--- src/sv/dlrp_pkg.sv ---
`timescale 1ns / 1ps
`default_nettype none

package dlrp_pkg;

	// Input item kinds as they arrive on the kind port.
	localparam logic [2:0] KIND_PAD   = 3'd0;
	localparam logic [2:0] KIND_TICK  = 3'd1;
	localparam logic [2:0] KIND_REC   = 3'd2;
	localparam logic [2:0] KIND_PLAY  = 3'd3;
	localparam logic [2:0] KIND_CLEAR = 3'd4;

	// Operations after classification by the front end.
	localparam logic [2:0] OP_NOP   = 3'd0;
	localparam logic [2:0] OP_PAD   = 3'd1;
	localparam logic [2:0] OP_TICK  = 3'd2;
	localparam logic [2:0] OP_REC   = 3'd3;
	localparam logic [2:0] OP_PLAY  = 3'd4;
	localparam logic [2:0] OP_CLEAR = 3'd5;

	// Configuration register indexes and their reset values.
	localparam logic CFG_HIT_WINDOW = 1'b0;
	localparam logic CFG_TICK_STEP  = 1'b1;
	localparam logic [15:0] HIT_WINDOW_RESET = 16'd5000;
	localparam logic [15:0] TICK_STEP_RESET  = 16'd1000;

	localparam int PAD_W  = 3;
	localparam int TIME_W = 32;
	localparam int NOW_W  = 48;

	typedef struct packed {
		logic [2:0]       op;
		logic [PAD_W-1:0] pad;
		logic [NOW_W-1:0] now_us;
	} cmd_t;

endpackage

`default_nettype wire

--- src/sv/dlrp_ram.sv ---
`timescale 1ns / 1ps
`default_nettype none

module dlrp_ram #(
	parameter int WIDTH = 35,
	parameter int DEPTH = 64,
	localparam int AW = (DEPTH > 1) ? $clog2(DEPTH) : 1
) (
	input  wire logic             clk,
	input  wire logic             we,
	input  wire logic [AW-1:0]    waddr,
	input  wire logic [WIDTH-1:0] wdata,
	input  wire logic [AW-1:0]    raddr,
	output logic      [WIDTH-1:0] rdata
);

	logic [WIDTH-1:0] mem_q [DEPTH];

	always_ff @(posedge clk) begin
		if (we) begin
			mem_q[waddr] <= wdata;
		end
		rdata <= mem_q[raddr];
	end

endmodule

`default_nettype wire

--- src/sv/dlrp_front.sv ---
`timescale 1ns / 1ps
`default_nettype none

module dlrp_front import dlrp_pkg::*; #(
	parameter int PAD_COUNT = 5
) (
	input  wire logic             clk,
	input  wire logic             arst_n,
	input  wire logic             push,
	output logic                  full,
	input  wire logic [2:0]       kind,
	input  wire logic [PAD_W-1:0] pad,
	input  wire logic [NOW_W-1:0] now_us,
	output logic                  cmd_valid,
	output cmd_t                  cmd,
	input  wire logic             cmd_pop
);

	cmd_t       slot_q [2];
	logic       wr_ptr_q;
	logic       rd_ptr_q;
	logic [1:0] cnt_q;
	logic       do_push;
	logic       do_pop;
	cmd_t       cls;

	// A pad hit on a pad that does not exist, and any unknown kind, leave
	// the state alone, so both are carried as a no-op.
	always_comb begin
		cls.pad    = pad;
		cls.now_us = now_us;
		case (kind)
			KIND_PAD: begin
				cls.op = ({29'd0, pad} < PAD_COUNT) ? OP_PAD : OP_NOP;
			end
			KIND_TICK:  cls.op = OP_TICK;
			KIND_REC:   cls.op = OP_REC;
			KIND_PLAY:  cls.op = OP_PLAY;
			KIND_CLEAR: cls.op = OP_CLEAR;
			default:    cls.op = OP_NOP;
		endcase
	end

	assign full      = (cnt_q == 2'd2);
	assign do_push   = push && !full;
	assign cmd_valid = (cnt_q != 2'd0);
	assign do_pop    = cmd_pop && cmd_valid;
	assign cmd       = slot_q[rd_ptr_q];

	always_ff @(posedge clk) begin
		if (do_push) begin
			slot_q[wr_ptr_q] <= cls;
		end
	end

	always_ff @(posedge clk or negedge arst_n) begin
		if (!arst_n) begin
			wr_ptr_q <= 1'b0;
			rd_ptr_q <= 1'b0;
			cnt_q    <= 2'd0;
		end else begin
			if (do_push) begin
				wr_ptr_q <= !wr_ptr_q;
			end
			if (do_pop) begin
				rd_ptr_q <= !rd_ptr_q;
			end
			case ({do_push, do_pop})
				2'b10:   cnt_q <= cnt_q + 2'd1;
				2'b01:   cnt_q <= cnt_q - 2'd1;
				default: cnt_q <= cnt_q;
			endcase
		end
	end

endmodule

`default_nettype wire

--- src/sv/dlrp_back.sv ---
`timescale 1ns / 1ps
`default_nettype none

module dlrp_back import dlrp_pkg::*; #(
	parameter int EVENT_SLOTS = 64,
	parameter int PAD_COUNT = 5,
	localparam int TW = $clog2(EVENT_SLOTS + 1),
	localparam int AW = (EVENT_SLOTS > 1) ? $clog2(EVENT_SLOTS) : 1
) (
	input  wire logic                 clk,
	input  wire logic                 arst_n,
	input  wire logic [15:0]          hit_window_us,
	input  wire logic [15:0]          tick_step_us,
	input  wire logic                 cmd_valid,
	input  wire cmd_t                 cmd,
	output logic                      cmd_pop,
	output logic                      empty,
	input  wire logic                 pop,
	output logic      [PAD_COUNT-1:0] trigger_mask,
	output logic                      recording,
	output logic                      playing,
	output logic      [TW-1:0]        stored_events,
	output logic      [TIME_W-1:0]    position_us
);

	localparam logic [1:0] ST_IDLE = 2'd0;
	localparam logic [1:0] ST_WIN  = 2'd1;
	localparam logic [1:0] ST_SCAN = 2'd2;
	localparam logic [1:0] ST_EMIT = 2'd3;
	localparam int EW = PAD_W + TIME_W;
	localparam logic [TW-1:0] SLOTS = TW'(EVENT_SLOTS);

	logic [1:0]           state_q;
	logic                 rec_q;
	logic                 play_q;
	logic [TW-1:0]        total_q;
	logic [NOW_W-1:0]     start_q;
	logic [TIME_W-1:0]    loop_q;
	logic [TIME_W-1:0]    pos_q;
	logic [PAD_COUNT-1:0] mask_q;
	logic [TIME_W-1:0]    lo_q;
	logic                 clamp_q;
	logic [TW-1:0]        idx_q;
	logic                 rd_v_s1;

	logic [NOW_W-1:0]     diff;
	logic [TIME_W-1:0]    elapsed;
	logic [TIME_W:0]      pos_sum;
	logic [TIME_W-1:0]    pos_step;
	logic                 ram_we;
	logic [EW-1:0]        ram_rdata;
	logic [TIME_W-1:0]    ev_time;
	logic [PAD_W-1:0]     ev_pad;
	logic                 ev_hit;
	logic [PAD_COUNT-1:0] ev_mask;
	logic [PAD_COUNT-1:0] cmd_mask;
	logic                 issue;
	logic                 emit;

	// Output queue of two results.
	logic [PAD_COUNT-1:0] oq_mask_q [2];
	logic                 oq_rec_q [2];
	logic                 oq_play_q [2];
	logic [TW-1:0]        oq_total_q [2];
	logic [TIME_W-1:0]    oq_pos_q [2];
	logic                 oq_wr_q;
	logic                 oq_rd_q;
	logic [1:0]           oq_cnt_q;
	logic                 oq_pop;

	// Offset from record start on a wrapping 48-bit timer, saturated to 32 bits.
	assign diff    = cmd.now_us - start_q;
	assign elapsed = (|diff[NOW_W-1:TIME_W]) ? '1 : diff[TIME_W-1:0];

	assign pos_sum  = {1'b0, pos_q} + {17'd0, tick_step_us};
	assign pos_step = pos_sum[TIME_W] ? '1 : pos_sum[TIME_W-1:0];

	assign cmd_pop = (state_q == ST_IDLE) && cmd_valid && (oq_cnt_q != 2'd2);
	assign ram_we  = cmd_pop && (cmd.op == OP_PAD) && rec_q && (total_q < SLOTS);
	assign issue   = (idx_q < total_q);
	assign emit    = (state_q == ST_EMIT);

	assign ev_time = ram_rdata[TIME_W-1:0];
	assign ev_pad  = ram_rdata[EW-1:TIME_W];
	assign ev_hit  = (ev_time <= pos_q) && (clamp_q || (ev_time > lo_q));

	always_comb begin
		for (int j = 0; j < PAD_COUNT; j++) begin
			ev_mask[j]  = (ev_pad == PAD_W'(j));
			cmd_mask[j] = (cmd.pad == PAD_W'(j));
		end
	end

	dlrp_ram #(
		.WIDTH(EW),
		.DEPTH(EVENT_SLOTS)
	) u_events (
		.clk  (clk),
		.we   (ram_we),
		.waddr(total_q[AW-1:0]),
		.wdata({cmd.pad, elapsed}),
		.raddr(idx_q[AW-1:0]),
		.rdata(ram_rdata)
	);

	always_ff @(posedge clk or negedge arst_n) begin
		if (!arst_n) begin
			state_q <= ST_IDLE;
			rec_q   <= 1'b0;
			play_q  <= 1'b0;
			total_q <= '0;
			start_q <= '0;
			loop_q  <= '0;
			pos_q   <= '0;
			mask_q  <= '0;
			lo_q    <= '0;
			clamp_q <= 1'b0;
			idx_q   <= '0;
			rd_v_s1 <= 1'b0;
		end else begin
			case (state_q)
				ST_IDLE: begin
					if (cmd_pop) begin
						mask_q  <= (cmd.op == OP_PAD) ? cmd_mask : '0;
						state_q <= ((cmd.op == OP_TICK) && play_q && (loop_q != '0)) ?
							ST_WIN : ST_EMIT;
						case (cmd.op)
							OP_PAD: begin
								if (ram_we) begin
									total_q <= total_q + TW'(1);
								end
							end
							OP_TICK: begin
								if (play_q && (loop_q != '0)) begin
									pos_q <= pos_step;
								end
							end
							OP_REC: begin
								if (!rec_q) begin
									rec_q   <= 1'b1;
									start_q <= cmd.now_us;
									total_q <= '0;
								end else begin
									rec_q  <= 1'b0;
									loop_q <= elapsed;
									if (total_q != '0) begin
										play_q <= 1'b1;
										pos_q  <= '0;
									end
								end
							end
							OP_PLAY: begin
								play_q <= !play_q;
								if (!play_q) begin
									pos_q <= '0;
								end
							end
							OP_CLEAR: begin
								total_q <= '0;
								loop_q  <= '0;
							end
							default: begin
							end
						endcase
					end
				end
				ST_WIN: begin
					// Below the window width the lower bound sits at zero.
					clamp_q <= (pos_q < {16'd0, hit_window_us});
					lo_q    <= pos_q - {16'd0, hit_window_us};
					idx_q   <= '0;
					rd_v_s1 <= 1'b0;
					state_q <= ST_SCAN;
				end
				ST_SCAN: begin
					rd_v_s1 <= issue;
					if (issue) begin
						idx_q <= idx_q + TW'(1);
					end
					if (rd_v_s1 && ev_hit) begin
						mask_q <= mask_q | ev_mask;
					end
					if (!issue && !rd_v_s1) begin
						if (pos_q >= loop_q) begin
							pos_q <= '0;
						end
						state_q <= ST_EMIT;
					end
				end
				ST_EMIT: begin
					state_q <= ST_IDLE;
				end
				default: state_q <= ST_IDLE;
			endcase
		end
	end

	assign empty  = (oq_cnt_q == 2'd0);
	assign oq_pop = pop && !empty;

	assign trigger_mask  = oq_mask_q[oq_rd_q];
	assign recording     = oq_rec_q[oq_rd_q];
	assign playing       = oq_play_q[oq_rd_q];
	assign stored_events = oq_total_q[oq_rd_q];
	assign position_us   = oq_pos_q[oq_rd_q];

	always_ff @(posedge clk) begin
		if (emit) begin
			oq_mask_q[oq_wr_q]  <= mask_q;
			oq_rec_q[oq_wr_q]   <= rec_q;
			oq_play_q[oq_wr_q]  <= play_q;
			oq_total_q[oq_wr_q] <= total_q;
			oq_pos_q[oq_wr_q]   <= pos_q;
		end
	end

	always_ff @(posedge clk or negedge arst_n) begin
		if (!arst_n) begin
			oq_wr_q  <= 1'b0;
			oq_rd_q  <= 1'b0;
			oq_cnt_q <= 2'd0;
		end else begin
			if (emit) begin
				oq_wr_q <= !oq_wr_q;
			end
			if (oq_pop) begin
				oq_rd_q <= !oq_rd_q;
			end
			case ({emit, oq_pop})
				2'b10:   oq_cnt_q <= oq_cnt_q + 2'd1;
				2'b01:   oq_cnt_q <= oq_cnt_q - 2'd1;
				default: oq_cnt_q <= oq_cnt_q;
			endcase
		end
	end

	// A result beat is only produced when the queue had room for it.
	a_emit_room: assert property (@(posedge clk) disable iff (!arst_n)
		emit |-> (oq_cnt_q != 2'd2))
		else $error("result written into a full output queue");

	// The event count never passes the table size.
	a_total_bound: assert property (@(posedge clk) disable iff (!arst_n)
		total_q <= SLOTS)
		else $error("event count beyond table size");

	// Two commands are never taken back to back.
	a_one_result: assert property (@(posedge clk) disable iff (!arst_n)
		cmd_pop |=> !cmd_pop)
		else $error("two commands taken back to back");

	// A scan leaves the play position inside the loop.
	a_wrap: assert property (@(posedge clk) disable iff (!arst_n)
		((state_q == ST_SCAN) && !issue && !rd_v_s1) |=> (pos_q < loop_q))
		else $error("play position not wrapped after scan");

endmodule

`default_nettype wire

--- src/sv/drum_loop_recorder_player_unit.sv ---
`timescale 1ns / 1ps
`default_nettype none

// Channel   Handshake             Beat contents
// input     push / full           kind, pad, now_us
// result    pop / empty           trigger_mask, recording, playing, stored_events, position_us
// config    cfg_wr_en             cfg_index, cfg_wdata
//
// A tick while playing with a non-zero loop length passes from idle through
// the window, scan and emit states in the back end: the event table is one RAM
// with one read port, scanned one entry per cycle. Every other item goes from
// idle straight to emit in the back end. Reset clears all control state and the config
// registers; the event table holds no reset and needs no clearing pass.
// A two-beat queue on each side lets input and result stall independently.

module drum_loop_recorder_player_unit import dlrp_pkg::*; #(
	parameter int EVENT_SLOTS = 64,
	parameter int PAD_COUNT = 5,
	localparam int TW = $clog2(EVENT_SLOTS + 1)
) (
	input  wire logic                 clk,
	input  wire logic                 arst_n,
	input  wire logic                 push,
	output logic                      full,
	input  wire logic [2:0]           kind,
	input  wire logic [PAD_W-1:0]     pad,
	input  wire logic [NOW_W-1:0]     now_us,
	output logic                      empty,
	input  wire logic                 pop,
	output logic      [PAD_COUNT-1:0] trigger_mask,
	output logic                      recording,
	output logic                      playing,
	output logic      [TW-1:0]        stored_events,
	output logic      [TIME_W-1:0]    position_us,
	input  wire logic                 cfg_wr_en,
	input  wire logic                 cfg_index,
	input  wire logic [15:0]          cfg_wdata
);

	logic [15:0] hit_window_q;
	logic [15:0] tick_step_q;
	logic        cmd_valid;
	cmd_t        cmd;
	logic        cmd_pop;

	always_ff @(posedge clk or negedge arst_n) begin
		if (!arst_n) begin
			hit_window_q <= HIT_WINDOW_RESET;
			tick_step_q  <= TICK_STEP_RESET;
		end else if (cfg_wr_en) begin
			case (cfg_index)
				CFG_HIT_WINDOW: hit_window_q <= cfg_wdata;
				CFG_TICK_STEP:  tick_step_q  <= cfg_wdata;
				default: begin
				end
			endcase
		end
	end

	dlrp_front #(
		.PAD_COUNT(PAD_COUNT)
	) u_front (
		.clk      (clk),
		.arst_n   (arst_n),
		.push     (push),
		.full     (full),
		.kind     (kind),
		.pad      (pad),
		.now_us   (now_us),
		.cmd_valid(cmd_valid),
		.cmd      (cmd),
		.cmd_pop  (cmd_pop)
	);

	dlrp_back #(
		.EVENT_SLOTS(EVENT_SLOTS),
		.PAD_COUNT  (PAD_COUNT)
	) u_back (
		.clk          (clk),
		.arst_n       (arst_n),
		.hit_window_us(hit_window_q),
		.tick_step_us (tick_step_q),
		.cmd_valid    (cmd_valid),
		.cmd          (cmd),
		.cmd_pop      (cmd_pop),
		.empty        (empty),
		.pop          (pop),
		.trigger_mask (trigger_mask),
		.recording    (recording),
		.playing      (playing),
		.stored_events(stored_events),
		.position_us  (position_us)
	);

endmodule

`default_nettype wire

--- config.mk ---
export PLATFORM = sky130hd
export DESIGN_NAME = drum_loop_recorder_player_unit
export DESIGN_NICKNAME = d
export VERILOG_FILES = /design/src/sv/dlrp_pkg.sv /design/src/sv/dlrp_ram.sv /design/src/sv/dlrp_front.sv /design/src/sv/dlrp_back.sv /design/src/sv/drum_loop_recorder_player_unit.sv
export SDC_FILE = /design/constraint.sdc
export NUM_CORES = 2
export LEC_CHECK = 0
export ABC_CLOCK_PERIOD_IN_PS = 8100
export BUFFER_PORTS_ARGS = -buffer_cell sky130_fd_sc_hd__buf_2
export CORE_ASPECT_RATIO = 1.75
export CORE_MARGIN = 1
export CORE_UTILIZATION = 32
export CTS_CLUSTER_SIZE = 12
export DETAILED_ROUTE_END_ITERATION = 8
export PLACE_DENSITY = 0.51
export SLEW_MARGIN = 30
export SYNTH_ARGS = -nofsm -noshare
export SYNTH_HDL_FRONTEND = slang
export SYNTH_SLANG_ARGS = --single-unit
--- constraint.sdc ---
create_clock -name clk -period 8.1 [get_ports clk]
set_input_delay 0 -clock clk [delete_from_list [all_inputs] [get_ports clk]]
set_output_delay 0 -clock clk [all_outputs]
set_load 0.01 [all_outputs]
* Word level (Yosys, flattened, before mapping) *
Memories as Yosys holds them, arrays and structs flattened. A register that Yosys moved wholly into a read port is not among the register bits.
Cells that the tools add are included.

cells by class
  add/subtract/negate cells = 9
  order comparisons = 7
  equality and inequality tests = 40
  mux-type cells = 41
  bitwise operators = 3
  reductions and logical operators = 51

operators with widths
  operator               count
  $mux W32               10
  $pmux W32 S2           2
  $pmux W32 S3           1
  $sub A48 B48 Y48       1
  $add A32 B16 Y33       1
  $ge A32 B32 Y1         1
  $gt A32 B32 Y1         1
  $le A32 B32 Y1         1
  $lt A32 B16 Y1         1
  $reduce_bool A32 Y1    1
  $sub A32 B16 Y32       1
  $eq A3 B2 Y1 const B   8
  $mux W7                3
  $pmux W7 S3            1
  $ne A2 B1 Y1 const B   8
  $reduce_or A16 Y1      1
  $eq A3 B3 Y1 const B   5
  $mux W5                3
  $pmux W3 S5            1
  $add A7 B1 Y7 const B  2
  $logic_and A1 B1 Y1    14
  $pmux W7 S2            1
  $reduce_bool A2 Y1     7
  $eq A3 B1 Y1 const B   4
  30 further kinds       72

storage, ports and cells
  register bits = 209
  memory bits (writable) = 2440
  input port bits = 76
  output and inout port bits = 48
  word-level logic and storage cells = 178
  memories = 7

memory list
  memory                 depth  width  rd ports  clocked after memory_dff  write ports  RTL line          source
  u_back.u_events.mem_q  64     35     1         1                         1            dlrp_ram.sv:17    logic [WIDTH-1:0] mem_q [DEPTH];
  u_front.slot_q         2      54     1         0                         1            dlrp_front.sv:19  cmd_t slot_q [2];
  u_back.oq_pos_q        2      32     1         0                         1            dlrp_back.sv:65   logic [TIME_W-1:0] oq_pos_q [2];
  u_back.oq_total_q      2      7      1         0                         1            dlrp_back.sv:64   logic [TW-1:0] oq_total_q [2];
  u_back.oq_mask_q       2      5      1         0                         1            dlrp_back.sv:61   logic [PAD_COUNT-1:0] oq_mask_q [2];
  u_back.oq_play_q       2      1      1         0                         1            dlrp_back.sv:63   logic oq_play_q [2];
  1 more memories        --     --     --        --                        --           --

* Logic depth before layout (Yosys ltp) *
  depth in word-level cells = 8
  mapped depth = 18
  mapped depth without buffers = 13

* Modules after synthesis *
Synthesis repeated with hierarchy kept, for this count alone.

second synthesis, totals
  cells, all modules = 6071
  area, all modules = 109953.0 um^2

by module, submodules not included
  module                          times used  cells an instance  area each (um^2)  seq. area each (um^2)
  dlrp_ram                        1           3835               86167.6           67965.2
  dlrp_back                       1           1972               18355.1           7091.8
  dlrp_front                      1           195                4164.0            3343.2
  drum_loop_recorder_player_unit  1           69                 1266.2            814.5

* Least setup slack after synthesis *
OpenSTA, ideal clock, no wires.

  kind = reg-to-reg
  start point = register u_front.rd_ptr_q
  end point = memory u_back.u_events.mem_q[0][10] (data pin)
  arrival time = 5643 ps
  slack = 1855 ps
  stages on the path, launching flop included = 19
  cell sequence = dfrtp_1 -> buf_1 -> buf_1 -> buf_1 -> mux2i_1 -> inv_1 -> ha_1 -> nor2b_1 -> o31a_1 -> o311ai_1 -> and3_1 -> clkbuf_1 -> a21oi_1 -> or3_1 -> a21oi_1 -> nand4_1 -> nor4_1 -> clkbuf_1 -> nand3_1

RTL lines
  item                      RTL line          source
  start: declaration        dlrp_front.sv:21  logic rd_ptr_q;
  start signal: assignment  dlrp_front.sv:66  rd_ptr_q <= !rd_ptr_q;
  end: declaration          dlrp_ram.sv:17

* Final worst setup path *
  start point = register u_front.rd_ptr_q
  end point = memory u_back.u_events.mem_q[51][15] (data pin)

between the ends
  cells in the longest elaborated chain, start to end = 4

RTL lines
  item                    RTL line         source
  $mem_v2 Z2 W54 (*)      --
  $sub A48 B48 Y48 (*)    dlrp_back.sv:72  assign diff = cmd.now_us - start_q;
  $reduce_or A16 Y1       dlrp_back.sv:73  assign elapsed = (|diff[NOW_W-1:TIME_W]) ? '1 : diff[TIME_W-1:0];
  $mux W32 (*)            dlrp_back.sv:73
  via u_back.elapsed[15]  dlrp_back.sv:47  logic [TIME_W-1:0] elapsed;

Mark *: on every way through the listed nets, which the timed path passes. The rest lies on a longest branch.

==> run_results.csv <==
group,metric,value,unit
synth,syn_nets,5949,
synth,ys_types,78,
placed_design,hpwl,217900,um
clock_tree,worstSkewPairLatency,0.88,ns
clock_tree,cts.sinks,2684,
detailed_routing,post_drt_via_cell_ratio,5.448,
clock_tree,ctsResizeCount,0,
detailed_routing,vias,58640,
sta,max_freq,0.1629,GHz
synth,syn_inst,5680,
detailed_routing,wirelength,357800,um
layout,fillers,30980,
detailed_routing,dr.pass1.iters,5,
global_route,antenna_found_initial,10,
detailed_routing,drc,0,
placed_design,port_buffers,123,
power,power.switching,13.44,mW
synth,yosys.area.top_type_share,66.89,%
placed_design,gp_congestion,0.8924,
outcome,status,"finished, final reports clean",
critical_path,cp-start-kind,"flop",
critical_path,crit_arrival,6.65,ns
synth,synth-async-reset-ratio,7.787,%
layout,drive_gt1_share,26.46,%
critical_path,end_kind,"flop",
global_route,grt_max_degree,134,
critical_path,cp_slowest_cell,"dfrtp_2",
power,seq_power_share,41.6,%
global_route,grt_pass1_wl,491900,um
global_route,grtUsageTotal,20.50,%
layout,utilization,37.39,%
critical_path,path_max_fanout,64,
synth,syn_area_per_cell,19.28,um^2
power,leakage,46.35,nW
sta,maxSlewHeadroom,21.46,%
detailed_routing,first_iter_violations,5334,
die,io_pins,124,
synth,ys_seq_elements,2684,
die,die_h,776.0,um
clock_tree,cts_setup_buffers,0,
sta,finalSetupTns,0,ns
power,swShare,34.34,%
power,pwr-share-comb,29.2,%
synth,synth.area.top_cells,"edfxtp_1, mux4_2, dfrtp_1, ha_1, mux2_2",
layout,nNetsFinal,6482,
detailed_routing,ant_nets,0,
synth,synth_edf_count,2440,
sta,finalCritPeriodShare,75.80,%
sta,skew,0.05000,ns
layout,syn_to_final_growth,16.04,%
clock_tree,clk_pin_slew,0.06,ns
critical_path,worst_r2r_path_depth,15,
detailed_routing,wl_per_cell,33.24,um
die,coreArea,339900,um^2
critical_path,crit_required,8.61,ns
clock_tree,numCtsBuffers,269,
synth,synth_flop_cell,"edfxtp_1",
power,p_clk_share,29.2,%
sta,maxSlewViolCount,0,
critical_path,critPathMaxStageDelay,0.77,ns
clock_tree,cts_buffer_depth,4,
sta,rsz0062_at_grt,"false",
die,initial_utilization,32.22,%
clock_tree,htree_levels,5,
power,p_per_area,308.0,nW/um^2
sta,period_minus_slack,6.139,ns
die,die_x,444.3,um
flow_run,maxCapViolations,0,
power,peakVddDrop,345.7,uV
clock_tree,cts_tree,"yes",
synth,synth_top_area_cell,"edfxtp_1",
die,fp-row-count,283,
die,dieArea,344700,um^2
hold_path,hold_depth,3,
sta,tightest_slew,1.178,ns
critical_path,worst-setup-path-type,"flop to flop",
synth,netlist_area,109500,um^2
hold_path,holdCritPathClass,"input port to flop",
critical_path,path_cells,"buf_4 > mux2i_1 > fa_1 > and2b_1 > o2111ai_1 > a21oi_1 > o21ai_0 > o21ai_0 > nor3_1 > o31ai_1 > or3_1 > nor4_2 > buf_12 > nand3_2 > buf_4",
synth,yosysSeqAreaShare,72.32,%
global_route,first_global_vias,61120,
clock_tree,ctsRootBufferMaster,"clkbuf_16",
global_route,grt_overflow,0,
sta,setup_viol,0,
power,power.internal,25.70,mW
synth,ys_warn_count,0,
sta,finalHoldViolCount,0,
## repair_timing
item	4_1_cts	5_1_grt
endpoints found under the setup margin	0	0
endpoints found under the hold margin	344	0
hold buffers	165	0
## per-layer routing
layer / track usage (%) / up-vias / wire length [um]
li1: - / 24080 / -
met1: 22.72 / 32040 / 127300
met2: 38.30 / 1926 / 194700
met3: 2.500 / 591 / 16120
met4: 10.26 / 4 / 19660
met5: 0 / - / 25
## area by class of cell
cell class	instances	area, um^2	share of cell area (%)
Antenna cell	8	20.02	0.01575
Clock buffer	375	7278	5.726
Clock inverter	21	214.0	0.1683
Inverter	206	773.2	0.6083
Multi-Input combinational cell	2518	29380	23.11
Sequential cell	2684	79240	62.34
Tap cell	4417	5527	4.348
Timing Repair Buffer	534	4682	3.683
## per-stage QoR
stage | worst slack [ns] | area, um^2 | instances | hold slack (ns) | power (mW)
floorplan | 1.855 | 109500 | 5680 | -0.2956 | 22.58
global placement | 1.232 | 117400 | 10180 | 0.09864 | 27.88
detailed placement | 2.062 | 117900 | 10190 | 0.1111 | 27.97
CTS | 2.008 | 127100 | 10750 | 0.007967 | 39.49
global route | 1.680 | 127100 | 10760 | 0.09475 | 40.51
finish | 1.961 | 127100 | 10760 | 0.07280 | 39.14
## power by group through the flow
| stage | sequential [mW] | combinational [mW] | clock [mW] |
|---|---|---|---|
| 2_1_floorplan | 16.3 | 6.31 | 0 |
| 3_3_place_gp | 16.6 | 11.3 | 0 |
| 3_5_place_dp | 16.6 | 11.4 | 0 |
| 4_1_cts | 16.3 | 11.5 | 11.7 |
| 5_1_grt | 16.3 | 12.1 | 12.1 |
| 6_report | 16.3 | 11.4 | 11.4 |
## flip-flops by register name (all words and copies together), names as in the netlist, 2 cells and up
signal,flops
u_back.oq_rec_q,2
u_back.oq_play_q,2
u_back.start_q,48
u_back.lo_q,32
u_back.u_events.rdata,35
hit_window_q,16
u_back.idx_q,7
u_back.state_q,2
u_back.oq_mask_q,10
u_back.pos_q,32
u_back.oq_pos_q,64
u_back.oq_cnt_q,2
u_back.loop_q,32
u_back.oq_total_q,14
u_front.cnt_q,2
tick_step_q,16
u_back.u_events.mem_q,2240
u_back.total_q,7
u_back.mask_q,5
u_front.slot_q,108
## critical path, delay by kind of cell (launching register included)
family	cells	cell delay (ns)
simple gates	5	1.57
flops	1	0.77
mux	1	0.46
buf+inv	3	1.10
compound gates	5	1.44
fa+ha+maj	1	0.32
## Yosys cell counts, drive strengths merged (22+ instances only)
master,number
a21o,40
a21oi,192
xnor2,65
edfxtp,2440
ha,190
dfxtp,35
mux4,735
mux2,116
nand2b,22
clkbuf,199
dfrtp,198
nor2b,24
nor2,218
nand2,230
nor3,56
a41oi,26
o21ai,196
nand4,50
inv,205
xor2,24
nand3,65
buf,73
## path summary, 6_finish.rpt
check,startpoint,endpoint,slack [ns]
max,u_front.rd_ptr_q,u_back.u_events.mem_q[51][15],1.96
min,kind[2],u_front.slot_q[0][52],0.07
max reg2reg,u_front.rd_ptr_q,u_back.u_events.mem_q[51][15],1.96
min reg2reg,u_back.mask_q[3],u_back.oq_mask_q[0][3],0.50
max in group asynchronous,arst_n,u_back.lo_q[14],6.99
min in group asynchronous,arst_n,u_back.mask_q[4],0.35
## placed cells by master, fill, tap and decap left out, drive strengths merged, types with 116 or more instances in the layout
master	n
clkbuf	375
o21ai	196
dfrtp	198
inv	212
buf	370
ha	190
mux2	116
mux4	735
nand2	230
dlygate4sd3	164
edfxtp	2440
nor2	218
a21oi	192
## cells by family (layout without fill, tap and decap cells)
group,Yosys count,in the layout,synth area share [%]
AO/OA/AOI/OAI,629,629,3.511
XOR/XNOR,89,89,0.7116
adder cells (fa/ha/maj),193,193,2.225
buffers and inverters,478,1136,1.667
flip-flops,2684,2684,72.32
multiplexers,868,868,16.46
other,0,8,0
AND/OR/NAND/NOR,739,739,3.104
(Power assumes the default switching activity.)
